<file path="src/rtl/spn_pkg.sv">
// Shared types and constants of the shortest-process-next scheduler.
package spn_pkg;

  localparam int unsigned MAX_PROCS_DEF = 64;
  localparam int unsigned ID_W          = 8;
  localparam int unsigned ARR_W         = 16;
  localparam int unsigned SVC_W         = 16;
  localparam int unsigned TIME_W        = 23;
  localparam logic [TIME_W-1:0] TIME_MAX = {TIME_W{1'b1}};

  // Request: one process of the list.
  typedef struct packed {
    logic [ID_W-1:0]  proc_id;
    logic [ARR_W-1:0] arrive_at;
    logic [SVC_W-1:0] burst_len;
    logic             last_process;
  } spn_in_t;

  // Result record: one per scheduled process.
  typedef struct packed {
    logic [ID_W-1:0]   done_id;
    logic [TIME_W-1:0] dispatch_at;
    logic [TIME_W-1:0] finish_time;
    logic [TIME_W-1:0] wait_len;
    logic [TIME_W-1:0] turnaround_len;
    logic              dropped_some;
    logic              last_result;
  } spn_out_t;

  // Process table entry; the finished mark lives beside the payload.
  typedef struct packed {
    logic             done_flag;
    logic [ID_W-1:0]  id;
    logic [ARR_W-1:0] arr;
    logic [SVC_W-1:0] svc;
  } spn_ent_t;

  typedef enum logic [2:0] {
    ST_IDLE,
    ST_SCAN,
    ST_DISPATCH,
    ST_TAT,
    ST_EMIT
  } spn_state_t;

endpackage

</file>
<file path="src/rtl/shortest_process_next_scheduler.sv">
// Top level: non-preemptive shortest-process-next scheduler.
//
// Usage: processes are loaded one request at a time on in_req, accepted at
// a rising edge with start high and busy low. Each request is one process
// (id, arrival, service time); the request with last_process set ends the
// list and starts scheduling. Non-last requests give no
// result. Requests beyond MAX_PROCS are not stored but set dropped_some on
// every record of that list; a dropped last request still schedules.
// Scheduling: per dispatch the whole table of n loaded processes is scanned
// through the single read port of the process memory, picking the shortest
// arrived job (ties to the earlier-loaded one), or else the earliest
// pending arrival. Each record takes the n table reads, a wait for the last
// registered read, a step to close the scan, then dispatch, turnaround
// and emit. busy is high while the list is scheduled.
// Results: one record per process in run order on out_rec, with out_valid
// high for exactly one cycle; the receiver cannot stall the block.
// Reset (rst_n low, synchronous) returns to idle with an empty list. The
// process memory is not cleared: only loaded entries are read, and the
// finished mark is written with each entry.
module shortest_process_next_scheduler
  import spn_pkg::*;
#(
  parameter int unsigned MAX_PROCS = MAX_PROCS_DEF
) (
  input  logic     clk,
  input  logic     rst_n,
  input  logic     start,
  output logic     busy,
  input  spn_in_t  in_req,
  output logic     out_valid,
  output spn_out_t out_rec
);

  localparam int unsigned AW = $clog2(MAX_PROCS);
  localparam int unsigned CW = $clog2(MAX_PROCS + 1);
  localparam logic [CW-1:0] CNT_MAX = CW'(MAX_PROCS);

  // Process table: one write port, one registered read port.
  spn_ent_t mem [MAX_PROCS];
  spn_ent_t rd_data_r;
  logic          rd_en, we;
  logic [AW-1:0] rd_addr, wr_addr;
  spn_ent_t      wr_data;

  // Control state
  spn_state_t    state_r, state_nxt;
  logic [CW-1:0] load_cnt_r, load_cnt_nxt;
  logic          ovf_r, ovf_nxt;
  logic [CW-1:0] scan_cnt_r, scan_cnt_nxt;
  logic          rd_vld_r, rd_vld_nxt;
  logic [CW-1:0] done_cnt_r, done_cnt_nxt;
  logic          have_pick_r, have_pick_nxt;
  logic          have_early_r, have_early_nxt;
  logic          out_valid_r, out_valid_nxt;

  // Datapath
  logic [AW-1:0]     rd_idx_r, rd_idx_nxt;
  logic [ARR_W-1:0]  first_arr_r, first_arr_nxt;
  logic [TIME_W-1:0] clock_r, clock_nxt;
  spn_ent_t          pick_r, pick_nxt;
  logic [AW-1:0]     pick_idx_r, pick_idx_nxt;
  spn_ent_t          early_r, early_nxt;
  logic [AW-1:0]     early_idx_r, early_idx_nxt;
  spn_ent_t          sel_r, sel_nxt;
  logic [TIME_W-1:0] start_r, start_nxt;
  logic [TIME_W-1:0] fin_r, fin_nxt;
  logic [TIME_W-1:0] tat_r, tat_nxt;
  spn_out_t          out_rec_r, out_rec_nxt;

  logic              accept;
  logic              eligible, pending;
  logic [TIME_W-1:0] clock_sel;
  logic [TIME_W:0]   fin_sum;
  logic [TIME_W-1:0] svc_ext;
  logic [CW-1:0]     done_inc;

  assign accept    = start && (state_r == ST_IDLE);
  assign busy      = (state_r != ST_IDLE);
  assign out_valid = out_valid_r;
  assign out_rec   = out_rec_r;

  // Table write/read
  always_ff @(posedge clk) begin
    if (we) begin
      mem[wr_addr] <= wr_data;
    end
    if (rd_en) begin
      rd_data_r <= mem[rd_addr];
    end
  end

  always_comb begin
    state_nxt      = state_r;
    load_cnt_nxt   = load_cnt_r;
    ovf_nxt        = ovf_r;
    scan_cnt_nxt   = scan_cnt_r;
    rd_vld_nxt     = 1'b0;
    done_cnt_nxt   = done_cnt_r;
    have_pick_nxt  = have_pick_r;
    have_early_nxt = have_early_r;
    out_valid_nxt  = 1'b0;
    rd_idx_nxt     = rd_idx_r;
    first_arr_nxt  = first_arr_r;
    clock_nxt      = clock_r;
    pick_nxt       = pick_r;
    pick_idx_nxt   = pick_idx_r;
    early_nxt      = early_r;
    early_idx_nxt  = early_idx_r;
    sel_nxt        = sel_r;
    start_nxt      = start_r;
    fin_nxt        = fin_r;
    tat_nxt        = tat_r;
    out_rec_nxt    = out_rec_r;
    rd_en          = 1'b0;
    rd_addr        = scan_cnt_r[AW-1:0];
    we             = 1'b0;
    wr_addr        = load_cnt_r[AW-1:0];
    wr_data        = '0;
    eligible       = 1'b0;
    pending        = 1'b0;
    clock_sel      = have_pick_r ? clock_r : TIME_W'(early_r.arr);
    svc_ext        = have_pick_r ? TIME_W'(pick_r.svc) : TIME_W'(early_r.svc);
    fin_sum        = {1'b0, clock_sel} + {1'b0, svc_ext};
    done_inc       = done_cnt_r + CW'(1);

    case (state_r)
      ST_IDLE: begin
        if (accept) begin
          if (load_cnt_r < CNT_MAX) begin
            we      = 1'b1;
            wr_data = '{done_flag: 1'b0, id: in_req.proc_id,
                        arr: in_req.arrive_at, svc: in_req.burst_len};
            load_cnt_nxt = load_cnt_r + CW'(1);
            if (load_cnt_r == '0) begin
              first_arr_nxt = in_req.arrive_at;
            end
          end else begin
            ovf_nxt = 1'b1;
          end
          if (in_req.last_process) begin
            // clock starts at the first loaded arrival
            clock_nxt      = (load_cnt_r == '0) ? TIME_W'(in_req.arrive_at)
                                                : TIME_W'(first_arr_r);
            done_cnt_nxt   = '0;
            scan_cnt_nxt   = '0;
            have_pick_nxt  = 1'b0;
            have_early_nxt = 1'b0;
            state_nxt      = ST_SCAN;
          end
        end
      end

      ST_SCAN: begin
        if (scan_cnt_r < load_cnt_r) begin
          rd_en        = 1'b1;
          rd_vld_nxt   = 1'b1;
          rd_idx_nxt   = scan_cnt_r[AW-1:0];
          scan_cnt_nxt = scan_cnt_r + CW'(1);
        end else if (!rd_vld_r) begin
          state_nxt = ST_DISPATCH;
        end
        if (rd_vld_r) begin
          eligible = !rd_data_r.done_flag && (TIME_W'(rd_data_r.arr) <= clock_r);
          pending  = !rd_data_r.done_flag;
          if (eligible && (!have_pick_r || (rd_data_r.svc < pick_r.svc))) begin
            have_pick_nxt = 1'b1;
            pick_nxt      = rd_data_r;
            pick_idx_nxt  = rd_idx_r;
          end
          // earliest pending arrival, shortest job within that arrival
          if (pending && (!have_early_r || (rd_data_r.arr < early_r.arr) ||
              ((rd_data_r.arr == early_r.arr) && (rd_data_r.svc < early_r.svc)))) begin
            have_early_nxt = 1'b1;
            early_nxt      = rd_data_r;
            early_idx_nxt  = rd_idx_r;
          end
        end
      end

      ST_DISPATCH: begin
        sel_nxt   = have_pick_r ? pick_r : early_r;
        start_nxt = clock_sel;
        fin_nxt   = fin_sum[TIME_W] ? TIME_MAX : fin_sum[TIME_W-1:0];
        we        = 1'b1;
        wr_addr   = have_pick_r ? pick_idx_r : early_idx_r;
        wr_data   = have_pick_r ? pick_r : early_r;
        wr_data.done_flag = 1'b1;
        state_nxt = ST_TAT;
      end

      ST_TAT: begin
        tat_nxt   = fin_r - TIME_W'(sel_r.arr);
        clock_nxt = fin_r;
        state_nxt = ST_EMIT;
      end

      ST_EMIT: begin
        out_valid_nxt              = 1'b1;
        out_rec_nxt.done_id        = sel_r.id;
        out_rec_nxt.dispatch_at    = start_r;
        out_rec_nxt.finish_time    = fin_r;
        out_rec_nxt.turnaround_len = tat_r;
        out_rec_nxt.wait_len       = (tat_r >= TIME_W'(sel_r.svc))
                                     ? tat_r - TIME_W'(sel_r.svc) : '0;
        out_rec_nxt.dropped_some   = ovf_r;
        out_rec_nxt.last_result    = (done_inc == load_cnt_r);
        done_cnt_nxt               = done_inc;
        scan_cnt_nxt               = '0;
        have_pick_nxt              = 1'b0;
        have_early_nxt             = 1'b0;
        if (done_inc == load_cnt_r) begin
          // list finished: back to an empty table
          load_cnt_nxt = '0;
          done_cnt_nxt = '0;
          ovf_nxt      = 1'b0;
          clock_nxt    = '0;
          state_nxt    = ST_IDLE;
        end else begin
          state_nxt = ST_SCAN;
        end
      end

      default: begin
        state_nxt = ST_IDLE;
      end
    endcase
  end

  // Control registers
  always_ff @(posedge clk) begin
    if (!rst_n) begin
      state_r      <= ST_IDLE;
      load_cnt_r   <= '0;
      ovf_r        <= 1'b0;
      scan_cnt_r   <= '0;
      rd_vld_r     <= 1'b0;
      done_cnt_r   <= '0;
      have_pick_r  <= 1'b0;
      have_early_r <= 1'b0;
      out_valid_r  <= 1'b0;
      clock_r      <= '0;
    end else begin
      state_r      <= state_nxt;
      load_cnt_r   <= load_cnt_nxt;
      ovf_r        <= ovf_nxt;
      scan_cnt_r   <= scan_cnt_nxt;
      rd_vld_r     <= rd_vld_nxt;
      done_cnt_r   <= done_cnt_nxt;
      have_pick_r  <= have_pick_nxt;
      have_early_r <= have_early_nxt;
      out_valid_r  <= out_valid_nxt;
      clock_r      <= clock_nxt;
    end
  end

  // Payload registers
  always_ff @(posedge clk) begin
    rd_idx_r    <= rd_idx_nxt;
    first_arr_r <= first_arr_nxt;
    pick_r      <= pick_nxt;
    pick_idx_r  <= pick_idx_nxt;
    early_r     <= early_nxt;
    early_idx_r <= early_idx_nxt;
    sel_r       <= sel_nxt;
    start_r     <= start_nxt;
    fin_r       <= fin_nxt;
    tat_r       <= tat_nxt;
    out_rec_r   <= out_rec_nxt;
  end

  // Records are single-cycle strobes, separated by at least a full scan.
  a_strobe_single: assert property (@(posedge clk) disable iff (!rst_n)
    out_valid |=> !out_valid)
    else $error("result strobe held for more than one cycle");

  a_fin_after_start: assert property (@(posedge clk) disable iff (!rst_n)
    out_valid |-> (out_rec.finish_time >= out_rec.dispatch_at))
    else $error("finish before start");

  a_wait_le_tat: assert property (@(posedge clk) disable iff (!rst_n)
    out_valid |-> (out_rec.wait_len <= out_rec.turnaround_len))
    else $error("waiting exceeds turnaround");

  a_cnt_bound: assert property (@(posedge clk) disable iff (!rst_n)
    (load_cnt_r <= CNT_MAX) && (done_cnt_r <= load_cnt_r))
    else $error("table count out of range");

  a_dispatch_has_candidate: assert property (@(posedge clk) disable iff (!rst_n)
    (state_r == ST_DISPATCH) |-> (have_pick_r || have_early_r))
    else $error("dispatch without a candidate");

endmodule

</file>
<file path="config.mk">
export PLATFORM = sky130hd
export DESIGN_NAME = shortest_process_next_scheduler
export DESIGN_NICKNAME = d
export VERILOG_FILES = /design/src/rtl/spn_pkg.sv /design/src/rtl/shortest_process_next_scheduler.sv
export SDC_FILE = /design/constraint.sdc
export NUM_CORES = 2
export LEC_CHECK = 0
export BUFFER_PORTS_ARGS = -buffer_cell sky130_fd_sc_hd__buf_2
export CAP_MARGIN = 20
export CELL_PAD_IN_SITES_DETAIL_PLACEMENT = 0
export CELL_PAD_IN_SITES_GLOBAL_PLACEMENT = 1
export CORE_ASPECT_RATIO = 1.1
export CORE_MARGIN = 2
export CORE_UTILIZATION = 60
export DETAILED_ROUTE_END_ITERATION = 7
export PLACE_DENSITY = 0.88
export REMOVE_ABC_BUFFERS = 1
export SLEW_MARGIN = 5
export SYNTH_ARGS = -nofsm -noshare
export SYNTH_HDL_FRONTEND = slang
export SYNTH_SLANG_ARGS = --single-unit
</file>
<file path="constraint.sdc">
create_clock -name clk -period 9.2 [get_ports clk]
set_input_delay 1.84 -clock clk [delete_from_list [all_inputs] [get_ports clk]]
set_output_delay 1.84 -clock clk [all_outputs]
set_load 0.1 [all_outputs]
</file>
==> results.py <==
metrics = {
    "critical_path": {
        "worst-endpoint-arrival_ns": 5.61,
        "timing.critical_path.to_type": "register",
        "required_arrival_time_at_the_worst_endpoint_ns": 9.86,
        "r2r-end": "fin_r[6]",
        "worst_setup_path_start_kind": "register",
        "worst_r2r_path_depth": 11,
        "path_max_fanout": 43,
        "timing.rr.start": "have_pick_r",
        "setup.reg_to_reg.worst_slack_ns": 4.25,
        "worstSetupPathType": "reg -> reg",
    },
    "clocking": {
        "cts-hold-fix-buffers": 0,
        "clkTransAtPathRegs_ns": 0.07,
        "cts.repair.resized": 0,
        "htree_levels": 5,
        "cts.sink_count": 3042,
        "cts_tree": "done",
        "clock_insertion_delay_worst_skew_ns": 0.96,
        "cts_root_buf": "clkbuf_16",
        "cts-buffers-inserted": 303,
        "cts.repair_timing.setup_buffer_count": 0,
        "clockBufferDepth": 4,
    },
    "timing": {
        "setup-tns-final_ns": 0,
        "timing_max_transition_violations_final": 0,
        "rsz_0062_raised_after_global_routing": "false",
        "finalWorstPathRequiredPeriod_ns": 4.948,
        "worst_slew_margin_relative_to_its_limit": 0.2181,
        "setup_violations": 0,
        "timing_worst_slew_pin_value_ns": 1.173,
        "timing_hold_violations_final": 0,
        "layout_setup_ws_ns": 4.252,
        "final_clock_skew_ns": 0.07341,
        "hold_slack_ns": 0.4125,
        "part_of_the_cycle_the_worst_path_needs": 0.5378,
        "max_freq_ghz": 0.2021,
    },
    "placement": {
        "dpl-instance-area_um2": 123400,
        "placedCellCount": 8057,
        "dp_slack_ns": 4.271,
        "gpl.final_weighted_congestion": 0.8752,
        "port-buffer-count": 147,
        "dp_hpwl_um": 165300,
    },
    "synth": {
        "post-synth-top-count-cell": "edfxtp_1",
        "synthTopCellsByCount": "2,990 x edfxtp_1, 820 x mux4_2, 213 x nand2_1",
        "synth-warning-count": 0,
        "number_of_synthesized_flops_with_an_enable_pin": 2990,
        "postSynth.asyncResetShare": 0,
        "syn-mean-instance-area_um2": 21.94,
        "post-synth-top-area-fraction": 0.7569,
        "dominant_combinational_cell_family_by_area_after_synthesis": "multiplexers",
        "synth_compound_gate_area_share": 0.02468,
        "synth-seq-area-share": 0.7657,
        "synth_flop_cell": "edfxtp_1",
        "synth_largest_area_cell": "edfxtp_1",
        "gate_count_of_the_mapped_netlist": 5406,
        "synth-simple-area-share": 0.01877,
        "arithmetic_cell_share_of_the_synthesized_area_counting_full_adders_half_adders_and_majority_gates": 0.01316,
        "synth_xor_xnor_area_share": 0.004578,
        "synthMuxAreaShare": 0.1597,
        "synth_area_leaders": "edfxtp_1 76%, mux4_2 16%, ha_1 1.3%, dfxtp_1 0.88%, nand2_1 0.67%",
        "netlist_area_um2": 118600,
        "synth-seq-cells": 3042,
        "yosysUniqueCellTypes": 71,
    },
    "pwr": {
        "fin_total_pwr_mw": 33.19,
        "power_density_nw_per_um2": 248.7,
        "ir_worst_vdd_v": 0.0002129,
        "power_leakage_nw": 42.14,
    },
    "detailed_routing": {
        "highest_layer": "met5",
        "drt-initial-drc-count": 9581,
        "dr_wl_met2_um": 166900,
        "drt-vias-per-instance": 7.058,
        "drt_first_pass_iters": 6,
        "drc_errors": 0,
        "num_vias": 60760,
        "drt-total-wl_um": 327000,
        "detail-route-antenna-nets": 0,
        "drt-wirelength-per-cell_um": 37.99,
        "routed-wl-met3_um": 36880,
        "route.layer.met1.wl_um": 107100,
    },
    "global_route": {
        "first_global_vias": 61060,
        "grt_max_degree": 125,
        "grt_util_all_layers": 0.3232,
        "grt_pass1_wl_um": 460000,
        "overflow": 0,
        "antenna_violations_before_repair": 12,
    },
    "layout": {
        "synthToLayoutAreaGrowth_pct": 12.51,
        "multi_input_comb_area_um2": 26800,
        "fillers": 11330,
        "final_net_count": 5949,
        "sequential_standard_cell_area_um2": 90850,
        "final_core_utilization": 0.6780,
        "final_layout_size_suffix_gt1_frac": 0.2816,
        "final_cells": 8609,
        "finalInstanceArea_um2": 133500,
    },
    "floorplanning": {
        "starting_density": 0.6026,
        "core-area_um2": 196800,
        "std_cell_rows": 171,
        "ios": 148,
        "die_height_um": 470.3,
        "die_area_um2": 201300,
        "width_of_the_chip_um": 427.9,
    },
    "flow_run": {
        "max_cap_viol_count": 0,
    },
    "hold_path": {
        "hp-class": "reg -> reg",
        "min_delay_worst_endpoint": "out_rec[94]",
        "min_delay_path_depth": 0,
        "worst_hold_startpoint": "sel_r[32]",
    },
    "status": {
        "outcome": "finished clean",
    },
}
## critical path: stages (launching register included)
cell     delay [ns]
dfxtp_4        0.69
buf_4          0.50
inv_1          0.54
o21ai_0        0.45
ha_1           0.34
o21a_1         0.23
a221o_1        0.31
a31oi_2        0.30
o21ai_1        0.23
a41o_1         0.41
nand3_2        0.37
a21bo_1        0.26
## layer usage
layer,up-vias,track usage
met2,5147,0.5436
met3,882,0.06177
met1,31310,0.4195
met5,-,0
li1,23410,-
met4,12,0.1338
## worst max path at each step
stage	slack, ns	cells after the start	startpoint	end
3_5_place_dp	4.27	6	start	mem[52][32]
6_report	4.25	11	have_pick_r	fin_r[6]
5_1_grt	3.98	12	have_pick_r	fin_r[6]
3_3_place_gp	4.33	6	start	mem[52][4]
4_1_cts	4.30	12	have_pick_r	fin_r[6]
2_1_floorplan	-20.84	0	scan_cnt_r[0]	rd_idx_r[0]
## layout by cell type, fill, tap and decap left out, drive strengths merged, types with 42 or more instances in the layout
master	count
clkbuf	393
ha	120
buf	317
a21oi	74
dfxtp	52
mux4	820
edfxtp	2990
inv	136
a22o	56
xnor2	42
o21ai	102
clkinv	86
nor2	155
a22oi	82
nand2	213
## report_power, final
group | internal (mW) | switching [mW] | total, mW
Clock | 7.24 | 5.29 | 12.5
Sequential | 16.2 | 0.178 | 16.4
Combinational | 1.54 | 2.72 | 4.26
## registers in the layout, summed over array words and instances, names as in the netlist, 6 cells and up
register and count:
scan_cnt_r 7, first_arr_r 16, tat_r 23, rd_data_r 41, sel_r 40, start_r 23, pick_idx_r 6, fin_r 23
mem 2624, pick_r 40, load_cnt_r 7, rd_idx_r 6, done_cnt_r 7, clock_r 23, early_r 40, early_idx_r 6
out_rec 102
## final cells by class
class / instances / area share
antenna: 10 / 0.0001875
timing repair buffer: 317 / 0.01729
sequential: 3042 / 0.6807
clock buffer: 393 / 0.06149
tap: 2595 / 0.02433
inverter: 132 / 0.003760
multi-input combinational: 1986 / 0.2009
clock inverter: 134 / 0.01135
## kinds of logic after synthesis
group,count (synthesis)
DFF,3042
muxes,866
and+or+nand+nor,504
AOI/OAI and AO/OA,431
buffers and inverters,378
adders and majority gates,123
xor gates and xnor gates,62
Power figures use the tool's default switching activity.
